[src/rtl/tsqp_pkg.sv]
// shared types and codes for the tone step queue player
// no dependencies; imported by every module of the block but tsqp_checker
package tsqp_pkg;

    // request kinds carried on s_tuser
    localparam logic [1:0] REQ_TICK    = 2'd0;
    localparam logic [1:0] REQ_ATTACH  = 2'd1;
    localparam logic [1:0] REQ_TONE    = 2'd2;
    localparam logic [1:0] REQ_PATTERN = 2'd3;

    localparam int IN_DATA_W  = 88;
    localparam int OUT_DATA_W = 32;
    localparam int RESULT_W   = 27;

    // one queued step, frequency in the upper half
    typedef struct packed {
        logic [15:0] freq;
        logic [15:0] dur;
    } step_t;

    // result transaction, last field in the lowest bit
    typedef struct packed {
        logic        busy;
        logic [3:0]  level;
        logic        dropped;
        logic [3:0]  accepted;
        logic [15:0] freq;
        logic        changed;
    } result_t;

endpackage

[src/rtl/tsqp_step_ram.sv]
// step store of the tone step queue player: one write port, one read port
// read data registered; uses tsqp_pkg for the step type
module tsqp_step_ram
    import tsqp_pkg::*;
#(
    parameter int QUEUE_DEPTH = 16,
    localparam int PW = $clog2(QUEUE_DEPTH)
)
(
    input  logic          clk,
    input  logic          wr_en,
    input  logic [PW-1:0] wr_addr,
    input  step_t         wr_data,
    input  logic          rd_en,
    input  logic [PW-1:0] rd_addr,
    output step_t         rd_data
);

    step_t mem [QUEUE_DEPTH];
    step_t rd_data_reg;

    // write port
    always_ff @(posedge clk)
    begin
        if (wr_en)
        begin
            mem[wr_addr] <= wr_data;
        end
    end

    // registered read port
    always_ff @(posedge clk)
    begin
        if (rd_en)
        begin
            rd_data_reg <= mem[rd_addr];
        end
    end

    assign rd_data = rd_data_reg;

endmodule

[src/rtl/tsqp_ctrl.sv]
// request sequencer of the tone step queue player: queue pointers, player state,
// output register; drives the step store in tsqp_step_ram, uses tsqp_pkg
module tsqp_ctrl
    import tsqp_pkg::*;
#(
    parameter int QUEUE_DEPTH = 16,
    localparam int PW = $clog2(QUEUE_DEPTH)
)
(
    input  logic                  clk,
    input  logic                  rst_n,
    input  logic                  s_tvalid,
    output logic                  s_tready,
    input  logic [IN_DATA_W-1:0]  s_tdata,
    input  logic [1:0]            s_tuser,
    output logic                  m_tvalid,
    input  logic                  m_tready,
    output logic [OUT_DATA_W-1:0] m_tdata,
    output logic                  wr_en,
    output logic [PW-1:0]         wr_addr,
    output step_t                 wr_data,
    output logic                  rd_en,
    output logic [PW-1:0]         rd_addr,
    input  step_t                 rd_data
);

    localparam logic [1:0] ST_IDLE = 2'd0;
    localparam logic [1:0] ST_PUT  = 2'd1;
    localparam logic [1:0] ST_TICK = 2'd2;
    localparam logic [1:0] ST_HOLD = 2'd3;

    localparam logic [PW-1:0] LAST_IDX = PW'(QUEUE_DEPTH - 1);

    // control state
    logic [1:0]    state_reg, state_next;
    logic [PW-1:0] rp_reg, rp_next;
    logic [PW-1:0] wp_reg, wp_next;
    logic          playing_reg, playing_next;
    logic [31:0]   end_time_reg, end_time_next;
    logic          attached_reg, attached_next;
    logic [15:0]   cur_freq_reg, cur_freq_next;
    logic          out_valid_reg, out_valid_next;
    logic          pause_next_reg, pause_next_next;

    // per-request working registers
    logic [31:0]   now_reg, now_next;
    logic [15:0]   freq_reg, freq_next;
    logic [15:0]   dur_reg, dur_next;
    logic [15:0]   pause_reg, pause_next;
    logic [7:0]    tones_left_reg, tones_left_next;
    logic          changed_reg, changed_next;
    logic [3:0]    acc_reg, acc_next;
    logic          drop_reg, drop_next;
    result_t       out_data_reg, out_data_next;

    // request fields
    logic [31:0] in_now;
    logic [15:0] in_freq;
    logic [15:0] in_dur;
    logic [15:0] in_pause;
    logic [7:0]  in_count;
    logic [31:0] end_diff;
    logic [PW-1:0] level_cur;
    logic          fin;
    logic          go;
    logic          out_free;

    assign in_now   = s_tdata[31:0];
    assign in_freq  = s_tdata[47:32];
    assign in_dur   = s_tdata[63:48];
    assign in_pause = s_tdata[79:64];
    assign in_count = s_tdata[87:80];

    assign s_tready = (state_reg == ST_IDLE);
    assign m_tvalid = out_valid_reg;
    assign m_tdata  = {(OUT_DATA_W - RESULT_W)'(0), out_data_reg};

    function automatic logic [PW-1:0] ptr_inc(input logic [PW-1:0] p);
        if (p == LAST_IDX)
        begin
            return '0;
        end
        return p + PW'(1);
    endfunction

    function automatic logic [PW-1:0] fifo_level(input logic [PW-1:0] wp,
                                                 input logic [PW-1:0] rp);
        logic [PW:0] d;
        if (wp >= rp)
        begin
            d = {1'b0, wp} - {1'b0, rp};
        end
        else
        begin
            d = {1'b0, wp} + (PW+1)'(QUEUE_DEPTH) - {1'b0, rp};
        end
        return d[PW-1:0];
    endfunction

    function automatic logic [3:0] sat15(input logic [PW-1:0] v);
        logic [8:0] w;
        w = 9'(v);
        if (w > 9'd15)
        begin
            return 4'hF;
        end
        return w[3:0];
    endfunction

    assign end_diff  = in_now - end_time_reg;
    assign level_cur = fifo_level(wp_reg, rp_reg);
    assign out_free  = !out_valid_reg || m_tready;

    // sequencer
    always_comb
    begin
        state_next      = state_reg;
        rp_next         = rp_reg;
        wp_next         = wp_reg;
        playing_next    = playing_reg;
        end_time_next   = end_time_reg;
        attached_next   = attached_reg;
        cur_freq_next   = cur_freq_reg;
        out_valid_next  = out_valid_reg;
        pause_next_next = pause_next_reg;
        now_next        = now_reg;
        freq_next       = freq_reg;
        dur_next        = dur_reg;
        pause_next      = pause_reg;
        tones_left_next = tones_left_reg;
        changed_next    = changed_reg;
        acc_next        = acc_reg;
        drop_next       = drop_reg;
        out_data_next   = out_data_reg;
        wr_en           = 1'b0;
        wr_addr         = wp_reg;
        wr_data         = pause_next_reg ? {16'd0, pause_reg} : {freq_reg, dur_reg};
        rd_en           = 1'b0;
        rd_addr         = rp_reg;
        fin             = 1'b0;
        go              = 1'b1;

        // result taken downstream
        if (out_valid_reg && m_tready)
        begin
            out_valid_next = 1'b0;
        end

        case (state_reg)
            ST_IDLE:
            begin
                if (s_tvalid)
                begin
                    now_next     = in_now;
                    freq_next    = in_freq;
                    dur_next     = in_dur;
                    pause_next   = in_pause;
                    changed_next = 1'b0;
                    acc_next     = 4'd0;
                    drop_next    = 1'b0;
                    case (s_tuser)
                        REQ_TICK:
                        begin
                            if (attached_reg)
                            begin
                                // current step ends once the signed difference is not negative
                                if (playing_reg)
                                begin
                                    if (end_diff[31])
                                    begin
                                        go = 1'b0;
                                    end
                                    else
                                    begin
                                        cur_freq_next = 16'd0;
                                        changed_next  = 1'b1;
                                        playing_next  = 1'b0;
                                    end
                                end
                                if (go && (rp_reg != wp_reg))
                                begin
                                    rd_en      = 1'b1;
                                    state_next = ST_TICK;
                                end
                                else
                                begin
                                    fin = 1'b1;
                                end
                            end
                            else
                            begin
                                fin = 1'b1;
                            end
                        end
                        REQ_ATTACH:
                        begin
                            attached_next = 1'b1;
                            cur_freq_next = 16'd0;
                            changed_next  = 1'b1;
                            fin           = 1'b1;
                        end
                        REQ_TONE:
                        begin
                            attached_next = 1'b1;
                            if (in_dur != 16'd0)
                            begin
                                tones_left_next = 8'd1;
                                pause_next_next = 1'b0;
                                state_next      = ST_PUT;
                            end
                            else
                            begin
                                fin = 1'b1;
                            end
                        end
                        REQ_PATTERN:
                        begin
                            if (attached_reg && (in_count != 8'd0) && (in_dur != 16'd0))
                            begin
                                tones_left_next = in_count;
                                pause_next_next = 1'b0;
                                state_next      = ST_PUT;
                            end
                            else
                            begin
                                fin = 1'b1;
                            end
                        end
                        default:
                        begin
                            fin = 1'b1;
                        end
                    endcase
                end
            end
            ST_PUT:
            begin
                // queue full: every remaining step is dropped as well
                if (level_cur == LAST_IDX)
                begin
                    drop_next = 1'b1;
                    fin       = 1'b1;
                end
                else
                begin
                    wr_en    = 1'b1;
                    wp_next  = ptr_inc(wp_reg);
                    acc_next = (acc_reg == 4'hF) ? 4'hF : acc_reg + 4'd1;
                    if (pause_next_reg)
                    begin
                        pause_next_next = 1'b0;
                    end
                    else
                    begin
                        tones_left_next = tones_left_reg - 8'd1;
                        pause_next_next = (pause_reg != 16'd0) && (tones_left_reg != 8'd1);
                        if (tones_left_reg == 8'd1)
                        begin
                            fin = 1'b1;
                        end
                    end
                end
            end
            ST_TICK:
            begin
                // start the step just read from the store
                cur_freq_next = rd_data.freq;
                changed_next  = 1'b1;
                end_time_next = now_reg + 32'(rd_data.dur);
                playing_next  = 1'b1;
                rp_next       = ptr_inc(rp_reg);
                fin           = 1'b1;
            end
            ST_HOLD:
            begin
                fin = 1'b1;
            end
            default:
            begin
                state_next = ST_IDLE;
            end
        endcase

        // hand the result to the output register or wait for room
        if (fin)
        begin
            if (out_free)
            begin
                out_valid_next         = 1'b1;
                out_data_next.changed  = changed_next;
                out_data_next.freq     = cur_freq_next;
                out_data_next.accepted = acc_next;
                out_data_next.dropped  = drop_next;
                out_data_next.level    = sat15(fifo_level(wp_next, rp_next));
                out_data_next.busy     = playing_next;
                state_next             = ST_IDLE;
            end
            else
            begin
                state_next = ST_HOLD;
            end
        end
    end

    // control registers
    always_ff @(posedge clk or negedge rst_n)
    begin
        if (!rst_n)
        begin
            state_reg      <= ST_IDLE;
            rp_reg         <= '0;
            wp_reg         <= '0;
            playing_reg    <= 1'b0;
            end_time_reg   <= 32'd0;
            attached_reg   <= 1'b0;
            cur_freq_reg   <= 16'd0;
            out_valid_reg  <= 1'b0;
            pause_next_reg <= 1'b0;
        end
        else
        begin
            state_reg      <= state_next;
            rp_reg         <= rp_next;
            wp_reg         <= wp_next;
            playing_reg    <= playing_next;
            end_time_reg   <= end_time_next;
            attached_reg   <= attached_next;
            cur_freq_reg   <= cur_freq_next;
            out_valid_reg  <= out_valid_next;
            pause_next_reg <= pause_next_next;
        end
    end

    // working and payload registers
    always_ff @(posedge clk)
    begin
        now_reg        <= now_next;
        freq_reg       <= freq_next;
        dur_reg        <= dur_next;
        pause_reg      <= pause_next;
        tones_left_reg <= tones_left_next;
        changed_reg    <= changed_next;
        acc_reg        <= acc_next;
        drop_reg       <= drop_next;
        out_data_reg   <= out_data_next;
    end

endmodule

[src/rtl/tone_step_queue_player.sv]
// Tone step queue player: requests enter as one transaction each and every request
// returns one result transaction. An attach request, a tick that starts no step and a
// request that enqueues nothing finish in the idle state. A tick that starts a queued
// step reads it from the step store, whose read data is registered, and starts it in the
// tick state. A tone or pattern request writes its steps in the put state and drops the
// rest once the queue is full; the store writes one step per cycle through its single
// write port. A new request is taken while the previous result still waits in the output
// register; a result that finds it occupied waits in the sequencer's hold state, with no
// request taken, until it is free. The queue holds at most QUEUE_DEPTH - 1 steps.
// Top level; instantiates tsqp_ctrl and tsqp_step_ram, uses tsqp_pkg.
module tone_step_queue_player
    import tsqp_pkg::*;
#(
    parameter int QUEUE_DEPTH = 16
)
(
    input  logic                  clk,
    input  logic                  rst_n,
    input  logic                  s_tvalid,
    output logic                  s_tready,
    // now_ms[31:0], freq_hz[47:32], duration_ms[63:48], pause_ms[79:64],
    // repeat_count[87:80]
    input  logic [IN_DATA_W-1:0]  s_tdata,
    // req_type[1:0]
    input  logic [1:0]            s_tuser,
    output logic                  m_tvalid,
    input  logic                  m_tready,
    // tone_changed[0], tone_freq_hz[16:1], accepted_steps[20:17], steps_dropped[21],
    // queue_level[25:22], busy_res[26], zero fill[31:27]
    output logic [OUT_DATA_W-1:0] m_tdata
);

    localparam int PW = $clog2(QUEUE_DEPTH);

    logic          wr_en;
    logic [PW-1:0] wr_addr;
    step_t         wr_data;
    logic          rd_en;
    logic [PW-1:0] rd_addr;
    step_t         rd_data;

    // request sequencer and player state
    tsqp_ctrl #(
        .QUEUE_DEPTH (QUEUE_DEPTH)
    ) u_ctrl (
        .clk      (clk),
        .rst_n    (rst_n),
        .s_tvalid (s_tvalid),
        .s_tready (s_tready),
        .s_tdata  (s_tdata),
        .s_tuser  (s_tuser),
        .m_tvalid (m_tvalid),
        .m_tready (m_tready),
        .m_tdata  (m_tdata),
        .wr_en    (wr_en),
        .wr_addr  (wr_addr),
        .wr_data  (wr_data),
        .rd_en    (rd_en),
        .rd_addr  (rd_addr),
        .rd_data  (rd_data)
    );

    // step store
    tsqp_step_ram #(
        .QUEUE_DEPTH (QUEUE_DEPTH)
    ) u_step_ram (
        .clk     (clk),
        .wr_en   (wr_en),
        .wr_addr (wr_addr),
        .wr_data (wr_data),
        .rd_en   (rd_en),
        .rd_addr (rd_addr),
        .rd_data (rd_data)
    );

endmodule

[config.mk]
export PLATFORM = sky130hd
export DESIGN_NAME = tone_step_queue_player
export DESIGN_NICKNAME = d
export VERILOG_FILES = /design/src/rtl/tsqp_pkg.sv /design/src/rtl/tsqp_step_ram.sv /design/src/rtl/tsqp_ctrl.sv /design/src/rtl/tone_step_queue_player.sv
export SDC_FILE = /design/constraint.sdc
export NUM_CORES = 1
export LEC_CHECK = 0
export BUFFER_PORTS_ARGS = -buffer_cell sky130_fd_sc_hd__buf_2
export CAP_MARGIN = 20
export CORE_MARGIN = 4
export CORE_UTILIZATION = 55
export DETAILED_ROUTE_END_ITERATION = 10
export PLACE_DENSITY = 0.76
export SKIP_CTS_REPAIR_TIMING = 1
export SYNTH_ARGS = -nofsm -noshare
export SYNTH_HDL_FRONTEND = slang
export SYNTH_HIERARCHICAL = 1
export SYNTH_SLANG_ARGS = --single-unit
[constraint.sdc]
create_clock -name clk -period 5.67 [get_ports clk]
set_input_delay 0.2835 -clock clk [delete_from_list [all_inputs] [get_ports clk]]
set_output_delay 0.2835 -clock clk [all_outputs]
set_load 0.03 [all_outputs]
==> reports/qor_table.md <==
| Parameter | Value |
|---|---|
| Average wire per cell in the routed design | 25.33 um |
| Post-route antenna net violation count | 0 |
| Fraction of synthesis flops using an asynchronous set or reset pin | 0.08528 |
| Transition time at the pin with the least slew margin | 1.118 ns |
| Max-slew violation total from the final report | 0 |
| Cells after Synth | 1,627 |
| Register area share after synthesis | 0.7347 |
| Distinct cells, synth | 71 |
| Count of routing violations after the opening detailed-route iteration | 1,548 |
| Cell at the root of the clock tree | clkbuf_16 |
| Die area | 56,860 sq um |
| Global placer's final weighted congestion | 0.7866 |
| Layout area overhead | 16.77% |
| Via density per instance | 6.054 |
| Biggest fanout along the worst timing path | 45 |
| Detailed Place HPWL | 38,290 um |
| Die span in y | 238.5 um |
| Syn avg cell area | 17.95 sq um |
| Number of global-route vias before repair | 16,320 |
| Max reg flops | 512 |
| Peak supply drop | 0.0003250 V |
| Num rows | 84 |
| H-Tree Level Count | 3 |
| Number of buffers created by CTS | 73 |
| Pwr per Cell Area | 509.9 nW/um^2 |
| Starting density of the core | 0.5558 |
| Clock Power Share | 0.283 |
| Largest net degree at the start of global routing | 76 |
| Crit path launch type | flip-flop |
| Wire length on met3 | 5230 um |
| Switching Power | 5291 uW |
| Final Critical Period | 4.422 ns |
| Status | finished, final reports clean |
| Number of detailed-routing iterations run before antenna repair | 7 |
| Buffers & Inverters on Critical Path | 3 |
| Highest metal layer with signal wires | met4 |
| Post-synth top area cell | edfxtp_1 |
| Crit path capture type | flip-flop |
| First-pass GRT wire length | 98,860 um |
| # Max-Cap Violations | 0 |
| Cells taking the most area after synthesis | edfxtp_1, mux4_2, dfrtp_1, ha_1, a22oi_1 |
| DRC errors left | 0 |
| Filler instances | 3,441 |
| Total of endpoints with negative setup slack in the final report | 0 |
| Worst skew pair latency | 0.61 ns |
| Seq cells post-synth | 727 |
| Fin worst setup slack | 1.248 ns |
| Top flip-flop cell by instance count after synthesis | edfxtp_1 |
| CTS clock-pin slew for the worst setup and hold paths | 0.06 ns |
| Hold Vio Cnt, Final | 0 |
| Layout Skew | 0.01805 ns |
| Number of buffers on the longest clock path | 3 |
| Antenna violations before repair | 0 |
| RSZ-0062 raised after global routing | false |
| Area fraction of the dominant cell type after synthesis | 0.6775 |
| Final nets | 2,039 |
| Top Family by Delay on Critical Path | simple AND/OR/NAND/NOR gates |
| Global-route congestion overflow total | 0 |
| Routed WL | 66,560 um |
| Lkg Pwr | 0.01177 uW |
| Type of the worst setup path | reg2reg |
| Worst path required time | 5.97 ns |
| CTS tree | built |
| Most frequent cell after synthesis | edfxtp_1 |
| Internal portion of total power | 12,100 uW |
| Reg with most FFs | u_step_ram/mem |
| I/O pin cnt | 128 |
| Ranking of synthesized cells by instance count | edfxtp_1, nand2_1, mux4_2 |
| Cell area after technology mapping | 29,210 sq um |
| Switching share of power | 0.3042 |
| Post-route met1 wirelength | 25,550 um |
| Sequential fraction of design power | 0.459 |
| Count of vias placed by the detailed router | 15,910 |
| Total track usage | 0.2321 |
| Data arrival time of the critical path | 4.72 ns |
| Remaining max-slew budget at the tightest pin | 0.2544 |
| Area inside the core boundary | 52,550 sq um |
| Dominant cell type by count on the critical path | buf_4 |
| Maximum clock rate | 226.1 MHz |
| Part of the power in combinational logic | 0.258 |
| Worst min path class | in2reg |
| Dpl ws | 1.258 ns |
| Cell with the largest stage delay on the worst path | dfrtp_4 |
| Critical path cell sequence | ha_1 > inv_1 > fa_1 > xnor2_1 > nor4b_4 > nor2_1 > buf_4 > or3b_2 > nor2_4 > buf_4 |
| Maximum cell stage delay along the critical path | 0.95 ns |
| Met2 WL post-DR | 33,670 um |
| Share of final-layout standard cells stronger than drive strength 1 | 0.2352 |
| Clk sinks | 727 |
| TNS Setup | 0 ns |
| Hold Slack | 0.02582 ns |
| Number of port buffers | 122 |
| Share of the clock period used by the worst path after layout | 0.7799 |
| Number of synthesized flops with an enable pin | 659 |
| Synthesis Warnings | 6 |
| Die extent in x | 238.5 um |
## power by group through the flow
| stage | registers [uW] | logic [uW] | clock network, uW |
|---|---|---|---|
| after global placement | 8030 | 4220 | 0 |
| after CTS | 7990 | 4410 | 4990 |
| final | 7990 | 4490 | 4920 |
| after global routing | 8080 | 4870 | 5220 |
| after detailed placement | 8080 | 4360 | 0 |
| after floorplan | 7980 | 3040 | 0 |
## worst register-to-register path, cell delays in order, from the launching register on
cell     delay (ns)
dfrtp_4        0.95
ha_1           0.36
inv_1          0.08
fa_1           0.38
xnor2_1        0.30
nor4b_4        0.12
nor2_1         0.11
buf_4          0.23
or3b_2         0.59
nor2_4         0.63
buf_4          0.36
## through the flow
| step | util | std cells | power (uW) | cell area [sq um] |
|---|---|---|---|---|
| finish | 0.6490 | 2628 | 17390 | 34110 |
| global route | 0.6490 | 2627 | 18170 | 34110 |
| CTS | 0.6321 | 2538 | 17390 | 33220 |
| detailed placement | 0.5854 | 2405 | 12430 | 30760 |
| global placement | 0.5854 | 2405 | 12250 | 30760 |
| floorplan | - | 1631 | 11020 | 29220 |
## cells by family (layout without fill, tap and decap cells)
group	after synthesis	count (layout)	synth area share
adders and majority gates	64	64	0.02819
buffers and inverters	128	436	0.01940
DFF	727	727	0.7347
xor gates and xnor gates	42	42	0.01285
and+or+nand+nor	299	299	0.04913
muxes	147	147	0.1059
AOI/OAI and AO/OA	219	219	0.04965
other	1	6	0.0001284
## placed cells by master, fill, tap and decap left out, types with 5 or more instances in the layout
cell,instances
buf_4,42
clkinv_2,11
mux2_2,16
dlygate4sd3_1,83
clkbuf_16,75
dfrtp_1,59
dfxtp_1,6
nor3_1,9
conb_1,5
ha_1,61
clkbuf_8,5
inv_1,55
nor2_1,39
buf_2,121
nor2b_1,29
nor2_4,14
nand2_1,129
mux4_2,128
nor4_1,12
a21oi_1,48
a21o_1,9
clkbuf_1,16
clkinv_1,10
xor2_1,12
and3_1,6
bufinv_16,9
xnor2_1,29
o21ai_0,53
a22oi_1,65
nand3_1,18
nand2b_1,8
edfxtp_1,659
nand4_1,5
## metal layers
layer,vias to the layer above,GRT usage
met1,8101,0.3107
met2,762,0.3909
met5,-,0
met3,133,0.04508
li1,6914,-
met4,0,0.07511
## cell type report
type	count	area (sq um)	share of cell area
well taps	688	860.8	0.02524
flip-flops and latches	727	21470	0.6295
inverters	56	212.7	0.006236
clock buffers	96	2006	0.05880
clock inverters	37	450.4	0.01321
repair buffers	247	1772	0.05194
multi-input cells	776	7335	0.2150
diodes	1	2.502	0.00007337
## path summary, 6_finish.rpt
check / from / to / slack, ns / cells past startpoint
max in group asynchronous: rst_n / u_ctrl/rd_addr[1] / 4.42 / 3
worst max register to register: u_ctrl/rd_addr[0] / u_step_ram/mem[2][19] / 1.25 / 10
worst min-delay path: s_tdata[87] / u_ctrl/tones_left_reg[7] / 0.03 / 3
worst max-delay path: u_ctrl/rd_addr[0] / u_step_ram/mem[2][19] / 1.25 / 10
worst min register to register: u_ctrl/changed_reg / u_ctrl/changed_reg / 0.48 / 2
min in group asynchronous: rst_n / u_ctrl/cur_freq_reg[11] / 0.08 / 2
(Power assumes the default switching activity.)
